### config.mk
export PLATFORM = sky130hd
export DESIGN_NAME = strip_dirty_region_clipper
export DESIGN_NICKNAME = d
export VERILOG_FILES = /design/src/rtl/srclip_pkg.sv /design/src/rtl/strip_dirty_region_clipper.sv /design/src/rtl/srclip_ram.sv /design/src/rtl/srclip_scan.sv
export SDC_FILE = /design/constraint.sdc
export NUM_CORES = 2
export LEC_CHECK = 0
export BUFFER_PORTS_ARGS = -buffer_cell sky130_fd_sc_hd__clkbuf_2
export CORE_MARGIN = 2
export CORE_UTILIZATION = 40
export DETAILED_ROUTE_END_ITERATION = 10
export PLACE_DENSITY = 0.56
export SYNTH_ARGS = -nofsm -noshare
export SYNTH_HDL_FRONTEND = slang
export SYNTH_SLANG_ARGS = --single-unit
### constraint.sdc
create_clock -name clk -period 11.2 [get_ports clk]
set_clock_uncertainty 0.1 [all_clocks]
set_input_delay 2.24 -clock clk [delete_from_list [all_inputs] [get_ports clk]]
set_output_delay 2.24 -clock clk [all_outputs]
set_load 0.05 [all_outputs]
### src/rtl/srclip_pkg.sv
`default_nettype none
package srclip_pkg;

  localparam int MAX_REGIONS = 16;
  localparam int COORD_BITS  = 16;

  localparam int WORD_COORD_BITS = 16;
  localparam int SIZE_BITS       = 13;
  localparam int INDEX_BITS      = 8;
  localparam int PROD_BITS       = INDEX_BITS + SIZE_BITS;
  localparam int CALC_BITS       = PROD_BITS + 2;
  localparam int IDX_BITS        = (MAX_REGIONS > 1) ? $clog2(MAX_REGIONS) : 1;
  localparam int CNT_BITS        = $clog2(MAX_REGIONS + 1);
  localparam int ENTRY_BITS      = 4 * COORD_BITS;
  localparam int CFG_INDEX_BITS  = 3;

  localparam logic [1:0] FUNC_START = 2'd0;
  localparam logic [1:0] FUNC_ADD   = 2'd1;
  localparam logic [1:0] FUNC_QUERY = 2'd2;

  localparam logic [CFG_INDEX_BITS-1:0] CFG_SCREEN_WIDTH    = 3'd0;
  localparam logic [CFG_INDEX_BITS-1:0] CFG_SCREEN_HEIGHT   = 3'd1;
  localparam logic [CFG_INDEX_BITS-1:0] CFG_STRIP_WIDTH     = 3'd2;
  localparam logic [CFG_INDEX_BITS-1:0] CFG_STRIP_HEIGHT    = 3'd3;
  localparam logic [CFG_INDEX_BITS-1:0] CFG_STRIPS_VERTICAL = 3'd4;

  typedef struct packed {
    logic [1:0]                        func;
    logic signed [WORD_COORD_BITS-1:0] region_left;
    logic signed [WORD_COORD_BITS-1:0] region_top;
    logic signed [WORD_COORD_BITS-1:0] region_right;
    logic signed [WORD_COORD_BITS-1:0] region_bottom;
    logic                              refresh_all;
    logic [INDEX_BITS-1:0]             strip_index;
  } in_word_t;

  typedef struct packed {
    logic                              accepted;
    logic                              render;
    logic signed [WORD_COORD_BITS-1:0] clip_left;
    logic signed [WORD_COORD_BITS-1:0] clip_top;
    logic signed [WORD_COORD_BITS-1:0] clip_right;
    logic signed [WORD_COORD_BITS-1:0] clip_bottom;
    logic                              buffer_select;
  } out_word_t;

  typedef struct packed {
    logic signed [COORD_BITS-1:0] l;
    logic signed [COORD_BITS-1:0] t;
    logic signed [COORD_BITS-1:0] r;
    logic signed [COORD_BITS-1:0] b;
  } region_t;

  typedef struct packed {
    logic signed [CALC_BITS-1:0] l;
    logic signed [CALC_BITS-1:0] t;
    logic signed [CALC_BITS-1:0] r;
    logic signed [CALC_BITS-1:0] b;
  } cbox_t;

  typedef struct packed {
    logic clear;
    logic step;
  } scan_ctl_t;

endpackage
`default_nettype wire

### src/rtl/strip_dirty_region_clipper.sv
`default_nettype none
// Start and add words never raise busy; their result strobes in the cycle after acceptance.
// A query holds busy through ST_MUL (strip origin), ST_CLIP (clip to screen), ST_CHECK and
// ST_SCAN (one step per stored region), then ST_FIN registers the result; an off-screen strip,
// full refresh or an empty table skips the scan and the result is registered from ST_CHECK.
// The region memory is read one entry per cycle; results cannot be stalled by the receiver.
// Synchronous active-low reset empties the table, clears the mark and loads default geometry.
module strip_dirty_region_clipper
  import srclip_pkg::*;
(
  input  wire logic                      clk,
  input  wire logic                      rst_n,
  input  wire logic                      start,
  output logic                           busy,
  input  wire in_word_t                  in_word,
  output logic                           out_strobe,
  output out_word_t                      out_word,
  input  wire logic                      cfg_valid,
  output logic                           cfg_ready,
  input  wire logic [CFG_INDEX_BITS-1:0] cfg_index,
  input  wire logic [SIZE_BITS-1:0]      cfg_data
);

  typedef enum logic [5:0] {
    ST_IDLE  = 6'b000001,
    ST_MUL   = 6'b000010,
    ST_CLIP  = 6'b000100,
    ST_CHECK = 6'b001000,
    ST_SCAN  = 6'b010000,
    ST_FIN   = 6'b100000
  } state_t;

  state_t                state_r, state_nxt;
  logic [SIZE_BITS-1:0]  scr_w_r, scr_h_r, strip_w_r, strip_h_r;
  logic                  vert_r;
  logic [CNT_BITS-1:0]   count_r, count_nxt;
  logic                  mark_r, mark_nxt;
  logic [IDX_BITS-1:0]   pos_r, pos_nxt;
  logic [INDEX_BITS-1:0] idx_r;
  cbox_t                 strip_r, strip_nxt;
  logic                  out_strobe_r, out_strobe_nxt;
  out_word_t             out_word_r, out_word_nxt;

  logic                  accept;
  logic                  we;
  region_t               wentry;
  logic [IDX_BITS-1:0]   raddr;
  logic [ENTRY_BITS-1:0] rdata;
  scan_ctl_t             scan_ctl;
  logic                  any;
  cbox_t                 acc;

  logic [PROD_BITS-1:0]       prod;
  logic [PROD_BITS-1:0]       prod_a, prod_b;
  logic signed [CALC_BITS-1:0] end_x, end_y, lim_x, lim_y;

  assign busy      = (state_r != ST_IDLE);
  assign cfg_ready = 1'b1;
  assign accept    = start && !busy;
  assign out_strobe = out_strobe_r;
  assign out_word   = out_word_r;

  assign we = accept && (in_word.func == FUNC_ADD) &&
              (count_r < CNT_BITS'(MAX_REGIONS));
  assign wentry.l = in_word.region_left[COORD_BITS-1:0];
  assign wentry.t = in_word.region_top[COORD_BITS-1:0];
  assign wentry.r = in_word.region_right[COORD_BITS-1:0];
  assign wentry.b = in_word.region_bottom[COORD_BITS-1:0];
  assign raddr = (state_r == ST_SCAN) ? pos_r + IDX_BITS'(1) : '0;

  srclip_ram #(
    .WIDTH(ENTRY_BITS),
    .DEPTH(MAX_REGIONS)
  ) u_ram (
    .clk    (clk),
    .we     (we),
    .waddr  (count_r[IDX_BITS-1:0]),
    .wdata  (wentry),
    .raddr  (raddr),
    .rdata_r(rdata)
  );

  srclip_scan u_scan (
    .clk  (clk),
    .rst_n(rst_n),
    .ctl  (scan_ctl),
    .strip(strip_r),
    .entry(region_t'(rdata)),
    .any_r(any),
    .acc_r(acc)
  );

  assign prod_a = {{(PROD_BITS-INDEX_BITS){1'b0}}, idx_r};
  assign prod_b = {{(PROD_BITS-SIZE_BITS){1'b0}}, (vert_r ? strip_w_r : strip_h_r)};
  assign prod  = prod_a * prod_b;
  assign end_x = strip_r.l + {{(CALC_BITS-SIZE_BITS){1'b0}}, strip_w_r} - CALC_BITS'(1);
  assign end_y = strip_r.t + {{(CALC_BITS-SIZE_BITS){1'b0}}, strip_h_r} - CALC_BITS'(1);
  assign lim_x = {{(CALC_BITS-SIZE_BITS){1'b0}}, scr_w_r} - CALC_BITS'(1);
  assign lim_y = {{(CALC_BITS-SIZE_BITS){1'b0}}, scr_h_r} - CALC_BITS'(1);

  always_comb begin
    state_nxt      = state_r;
    count_nxt      = count_r;
    mark_nxt       = mark_r;
    pos_nxt        = pos_r;
    strip_nxt      = strip_r;
    out_strobe_nxt = 1'b0;
    out_word_nxt   = out_word_r;
    scan_ctl.clear = 1'b0;
    scan_ctl.step  = 1'b0;
    case (state_r)
      ST_IDLE: begin
        if (accept) begin
          out_word_nxt = '0;
          case (in_word.func)
            FUNC_START: begin
              count_nxt = '0;
              mark_nxt  = in_word.refresh_all;
              out_word_nxt.accepted = 1'b1;
              out_strobe_nxt = 1'b1;
            end
            FUNC_ADD: begin
              if (we) begin
                count_nxt = count_r + CNT_BITS'(1);
                out_word_nxt.accepted = 1'b1;
              end
              out_strobe_nxt = 1'b1;
            end
            FUNC_QUERY: begin
              state_nxt = ST_MUL;
            end
            default: begin
              out_strobe_nxt = 1'b1;
            end
          endcase
        end
      end
      ST_MUL: begin
        if (vert_r) begin
          strip_nxt.l = {{(CALC_BITS-PROD_BITS){1'b0}}, prod};
          strip_nxt.t = '0;
        end else begin
          strip_nxt.l = '0;
          strip_nxt.t = {{(CALC_BITS-PROD_BITS){1'b0}}, prod};
        end
        state_nxt = ST_CLIP;
      end
      ST_CLIP: begin
        strip_nxt.r = (end_x < lim_x) ? end_x : lim_x;
        strip_nxt.b = (end_y < lim_y) ? end_y : lim_y;
        pos_nxt = '0;
        state_nxt = ST_CHECK;
      end
      ST_CHECK: begin
        scan_ctl.clear = 1'b1;
        out_word_nxt = '0;
        out_word_nxt.buffer_select = idx_r[0];
        if ((strip_r.l > strip_r.r) || (strip_r.t > strip_r.b)) begin
          out_strobe_nxt = 1'b1;
          state_nxt = ST_IDLE;
        end else if (mark_r || (count_r == '0)) begin
          out_word_nxt.render      = 1'b1;
          out_word_nxt.clip_left   = strip_r.l[WORD_COORD_BITS-1:0];
          out_word_nxt.clip_top    = strip_r.t[WORD_COORD_BITS-1:0];
          out_word_nxt.clip_right  = strip_r.r[WORD_COORD_BITS-1:0];
          out_word_nxt.clip_bottom = strip_r.b[WORD_COORD_BITS-1:0];
          out_strobe_nxt = 1'b1;
          state_nxt = ST_IDLE;
        end else begin
          state_nxt = ST_SCAN;
        end
      end
      ST_SCAN: begin
        scan_ctl.step = 1'b1;
        pos_nxt = pos_r + IDX_BITS'(1);
        if ({1'b0, pos_r} == CNT_BITS'(count_r - CNT_BITS'(1))) begin
          state_nxt = ST_FIN;
        end
      end
      ST_FIN: begin
        out_word_nxt = '0;
        out_word_nxt.buffer_select = idx_r[0];
        if (any) begin
          out_word_nxt.render      = 1'b1;
          out_word_nxt.clip_left   = acc.l[WORD_COORD_BITS-1:0];
          out_word_nxt.clip_top    = acc.t[WORD_COORD_BITS-1:0];
          out_word_nxt.clip_right  = acc.r[WORD_COORD_BITS-1:0];
          out_word_nxt.clip_bottom = acc.b[WORD_COORD_BITS-1:0];
        end
        out_strobe_nxt = 1'b1;
        state_nxt = ST_IDLE;
      end
      default: begin
        state_nxt = ST_IDLE;
      end
    endcase
  end

  always_ff @(posedge clk) begin
    if (!rst_n) begin
      state_r      <= ST_IDLE;
      count_r      <= '0;
      mark_r       <= 1'b0;
      out_strobe_r <= 1'b0;
      scr_w_r      <= SIZE_BITS'(480);
      scr_h_r      <= SIZE_BITS'(480);
      strip_w_r    <= SIZE_BITS'(480);
      strip_h_r    <= SIZE_BITS'(16);
      vert_r       <= 1'b0;
    end else begin
      state_r      <= state_nxt;
      count_r      <= count_nxt;
      mark_r       <= mark_nxt;
      out_strobe_r <= out_strobe_nxt;
      if (cfg_valid && cfg_ready) begin
        case (cfg_index)
          CFG_SCREEN_WIDTH:    scr_w_r   <= cfg_data;
          CFG_SCREEN_HEIGHT:   scr_h_r   <= cfg_data;
          CFG_STRIP_WIDTH:     strip_w_r <= cfg_data;
          CFG_STRIP_HEIGHT:    strip_h_r <= cfg_data;
          CFG_STRIPS_VERTICAL: vert_r    <= cfg_data[0];
          default: begin
          end
        endcase
      end
    end
    pos_r      <= pos_nxt;
    strip_r    <= strip_nxt;
    out_word_r <= out_word_nxt;
    if (accept) begin
      idx_r <= in_word.strip_index;
    end
  end

endmodule
`default_nettype wire

### src/rtl/srclip_ram.sv
`default_nettype none
module srclip_ram #(
  parameter int WIDTH = 64,
  parameter int DEPTH = 16
) (
  input  wire logic                                     clk,
  input  wire logic                                     we,
  input  wire logic [((DEPTH > 1) ? $clog2(DEPTH) : 1)-1:0] waddr,
  input  wire logic [WIDTH-1:0]                         wdata,
  input  wire logic [((DEPTH > 1) ? $clog2(DEPTH) : 1)-1:0] raddr,
  output logic [WIDTH-1:0]                              rdata_r
);

  logic [WIDTH-1:0] mem [DEPTH];

  always_ff @(posedge clk) begin
    if (we) begin
      mem[waddr] <= wdata;
    end
    rdata_r <= mem[raddr];
  end

endmodule
`default_nettype wire

### src/rtl/srclip_scan.sv
`default_nettype none
module srclip_scan
  import srclip_pkg::*;
(
  input  wire logic      clk,
  input  wire logic      rst_n,
  input  wire scan_ctl_t ctl,
  input  wire cbox_t     strip,
  input  wire region_t   entry,
  output logic           any_r,
  output cbox_t          acc_r
);

  cbox_t g;
  cbox_t hit;
  logic  hit_ok;
  logic  any_nxt;
  cbox_t acc_nxt;

  always_comb begin
    g.l = {{(CALC_BITS-COORD_BITS){entry.l[COORD_BITS-1]}}, entry.l};
    g.t = {{(CALC_BITS-COORD_BITS){entry.t[COORD_BITS-1]}}, entry.t};
    g.r = {{(CALC_BITS-COORD_BITS){entry.r[COORD_BITS-1]}}, entry.r};
    g.b = {{(CALC_BITS-COORD_BITS){entry.b[COORD_BITS-1]}}, entry.b};
    hit.l = (strip.l > g.l) ? strip.l : g.l;
    hit.t = (strip.t > g.t) ? strip.t : g.t;
    hit.r = (strip.r < g.r) ? strip.r : g.r;
    hit.b = (strip.b < g.b) ? strip.b : g.b;
    hit_ok = (hit.l <= hit.r) && (hit.t <= hit.b);
    any_nxt = any_r;
    acc_nxt = acc_r;
    if (ctl.clear) begin
      any_nxt = 1'b0;
    end else if (ctl.step && hit_ok) begin
      any_nxt = 1'b1;
      if (!any_r) begin
        acc_nxt = hit;
      end else begin
        acc_nxt.l = (hit.l < acc_r.l) ? hit.l : acc_r.l;
        acc_nxt.t = (hit.t < acc_r.t) ? hit.t : acc_r.t;
        acc_nxt.r = (hit.r > acc_r.r) ? hit.r : acc_r.r;
        acc_nxt.b = (hit.b > acc_r.b) ? hit.b : acc_r.b;
      end
    end
  end

  always_ff @(posedge clk) begin
    if (!rst_n) begin
      any_r <= 1'b0;
    end else begin
      any_r <= any_nxt;
    end
    acc_r <= acc_nxt;
  end

endmodule
`default_nettype wire
==> qor.yml <==
outcome:
  outcome: "finished clean"
pwr:
  pwr-share-comb_pct: 7.6
  power_mw: 11.7
  seqPwrFrac_pct: 50.2
  vdd_ir_drop_max_v: 0.000127
  p_sw_share_pct: 23.9
  internal_power_mw: 8.94
  p_leak_nw: 28.8
  power_density_mw_per_mm2: 153
  clkPwrFrac_pct: 42.2
  p_switching_mw: 2.81
clock_tree:
  htree_levels: 4
  ctsLongestPathBuffers: 3
  root_buffer: "clkbuf_16"
  cts_hold_buf: 0
  cts_buffers: 153
  cts.sinks: 1412
  path_clk_slew_ps: 60
  cts_tree: "done"
  postCtsSetupRepairBufs: 0
  cts_resized: 0
  insertion_delay_ps: 810
flow_run:
  cap_violations: 0
floorplanning:
  die-area_mm2: 0.175
  die_w_um: 418
  pin_count: 165
  core_mm2: 0.170
  rows: 151
  initial_core_util_pct: 40.3
  fp.dieH_um: 418
setup_path:
  cp_slowest_stage_delay_ps: 1050
  critPathArrivalTime_ps: 7940
  crit_family: "compound AO/OA/AOI/OAI gates"
  start_kind: "register"
  critPathBufInv: 2
  worstPathMaxFanout: 31
  required_ps: 11510
  cp-end-kind: "register"
  path_cells: "inv_1 > ha_1 > a21o_1 > a21o_1 > a21oi_1 > nor2b_1 > o211ai_1 > nand4b_1 > mux2i_4 > buf_4 > mux2i_1 > ha_1 > and4_1 > and3_1 > a311o_1 > a41oi_1 > o21a_1 > a311oi_1 > a211oi_2 > and3_1"
  worstSetupPathType: "register to register"
  cp_slowest_cell: "and3_1"
place:
  dp_hpwl_um: 125000
  dpl.cell_count: 7791
  routabilityCongestion: 0.900
  portBuffers: 163
grt:
  antenna_found_initial: 35
  grt_overflow: 0
  grt_start_max_net_pins: 190
  first_global_vias: 43300
  grt_util_all_layers_pct: 22.3
  grt_first_pass_wirelength_um: 289000
timing:
  fmax_mhz: 131
  hold_viol_final: 0
  fin_tns_setup_ps: 0
  drv_slew: 0
  fin_crit_ps: 7630
  setup_viol: 0
  worst_slew_pin_slew_ps: 1320
  slew_headroom_pct: 11.9
  rsz0062_at_grt: "no"
  finalCritPeriodShare_pct: 68.1
final_layout:
  drive_above_1_share_pct: 8.49
  layoutNonFillerInstCount: 8079
  area_growth_pct: 11.8
  nets: 6315
  final_util_pct: 45.1
synthesis:
  synth_area_leaders: "edfxtp_1, ha_1, nand2_1, dfxtp_1, a211oi_1"
  ys_ff_latch: 1412
  synthDistinctLibCells: 71
  synth_nets: 6215
  synth_top_area_share_pct: 56.1
  synth_edf_count: 1281
  ys.flop_type: "edfxtp_1"
  syn_avg_cell_area_um2: 12.2
  synthTopCellsByCount: "edfxtp_1, nand2_1, ha_1"
  syn_area_mm2: 0.0685
  yosys.area.top_type: "edfxtp_1"
  async_flop_share_pct: 0
  yosysMostFrequentCell: "edfxtp_1"
  yosys_warnings: 0
  syn_inst: 5628
  yosysSeqAreaShare_pct: 60.0
hold_path:
  hp-class: "register to register"
drt:
  firstDrtPassIters: 5
  drc: 0
  wl_per_cell_um: 24.3
  drtAntennaViolNets: 0
  wl_um: 196000
  first_iter_violations: 3681
  viasPerCell: 5.54
  num_vias: 44800
power groups by stage:
stage | clock network (mW) | registers [mW] | logic [mW]
final | 4.95 | 5.90 | 0.893
after global routing | 5.24 | 5.90 | 0.980
after CTS | 5.04 | 5.90 | 0.900
after detailed placement | 0 | 6.01 | 0.894
after global placement | 0 | 6.01 | 0.882
after floorplan | 0 | 6.11 | 0.459
kinds of logic (layout without fill, tap and decap cells):
family,after synthesis,in the layout,synth area share [%]
AND/OR/NAND/NOR,1593,1593,11.0
flip-flops,1412,1412,60.0
AO/OA/AOI/OAI,1233,1233,12.7
buffers and inverters,702,928,3.94
adder cells (fa/ha/maj),492,492,9.73
multiplexers,112,112,1.66
XOR/XNOR,83,83,1.06
other,1,8,0.00547
worst reg2reg max path, stage by stage (launching register included):
cell and delay [ps]:
dfxtp_1 540, inv_1 310, ha_1 380, a21o_1 160, a21o_1 170, a21oi_1 140, nor2b_1 60, o211ai_1 190
nand4b_1 180, mux2i_4 630, buf_4 570, mux2i_1 260, ha_1 270, and4_1 200, and3_1 210, a311o_1 310
a41oi_1 200, o21a_1 150, a311oi_1 300, a211oi_2 820, and3_1 1050
path summary, 6_finish.rpt:
check / cells after the start / from / end / slack [ps]
hold reg to reg: 2 / strip_h_r[11]$_SDFFE_PN0P_ / strip_h_r[11]$_SDFFE_PN0P_ / 370
hold / removal: 2 / strip_h_r[11]$_SDFFE_PN0P_ / strip_h_r[11]$_SDFFE_PN0P_ / 370
setup / recovery: 20 / u_ram.rdata_r[31]$_DFF_P_ / u_scan.acc_r[59]$_DFFE_PP_ / 3570
setup reg to reg: 20 / u_ram.rdata_r[31]$_DFF_P_ / u_scan.acc_r[59]$_DFFE_PP_ / 3570
flip-flops by register name (all words and copies together), names as in the netlist, 5 cells and up:
| signal | count |
|---|---|
| u_ram.rdata_r | 64 |
| u_ram.mem | 1024 |
| strip_r | 88 |
| out_word | 67 |
| u_scan.acc_r | 90 |
| count_r | 5 |
| scr_h_r | 13 |
| idx_r | 8 |
| state_r | 6 |
| strip_w_r | 13 |
| strip_h_r | 13 |
| scr_w_r | 13 |
routing by layer:
layer | up-vias | wire length (µm) | GRT usage (%)
met5 | - | 162 | 0
met4 | 28 | 4830 | 6.13
met3 | 287 | 10500 | 3.67
met2 | 1173 | 96100 | 37.7
met1 | 22300 | 84600 | 29.5
li1 | 21000 | - | -
final cells by class:
type                       instances  area [µm²]
clock buffer                     209        4210
sequential                      1412       41100
antenna                            7        17.5
tap                             2218        2780
multi-input combinational       3514       24900
inverter                         416        1580
fill                           15400       93200
timing repair buffer             231        1360
clock inverter                    72         669
layout by cell type, fill, tap and decap left out, types with 16 or more instances in the layout:
cell,netlist,final
a211oi_1,269,269
a21boi_0,41,41
a21o_1,113,113
a21oi_1,242,242
a22o_1,65,65
a311oi_1,195,195
a31oi_1,75,74
and2_1,71,70
buf_4,5,65
clkbuf_1,242,41
clkbuf_16,0,155
clkbuf_2,0,163
clkinv_1,0,31
clkinv_2,0,17
dfxtp_1,131,131
edfxtp_1,1281,1281
fa_1,68,68
ha_1,424,424
inv_1,415,413
mux2i_1,100,98
nand2_1,794,792
nand2b_1,30,29
nand3_1,48,48
nand4_1,48,48
nor2_1,117,104
nor2b_1,304,304
nor3_1,115,110
nor4_1,17,17
o211ai_1,18,18
o21a_1,20,20
o21ai_0,119,119
o21ai_1,16,16
xnor2_1,61,61
xor2_1,22,22
per-stage QoR:
stage,instance area (µm²),hold slack (ps),worst slack [ps]
after floorplan,68500,343,3270
after global placement,71700,351,3560
after detailed placement,71700,361,3550
after CTS,76600,369,3510
after global routing,76600,388,3060
final,76600,372,3570
(Power assumes the default switching activity.)
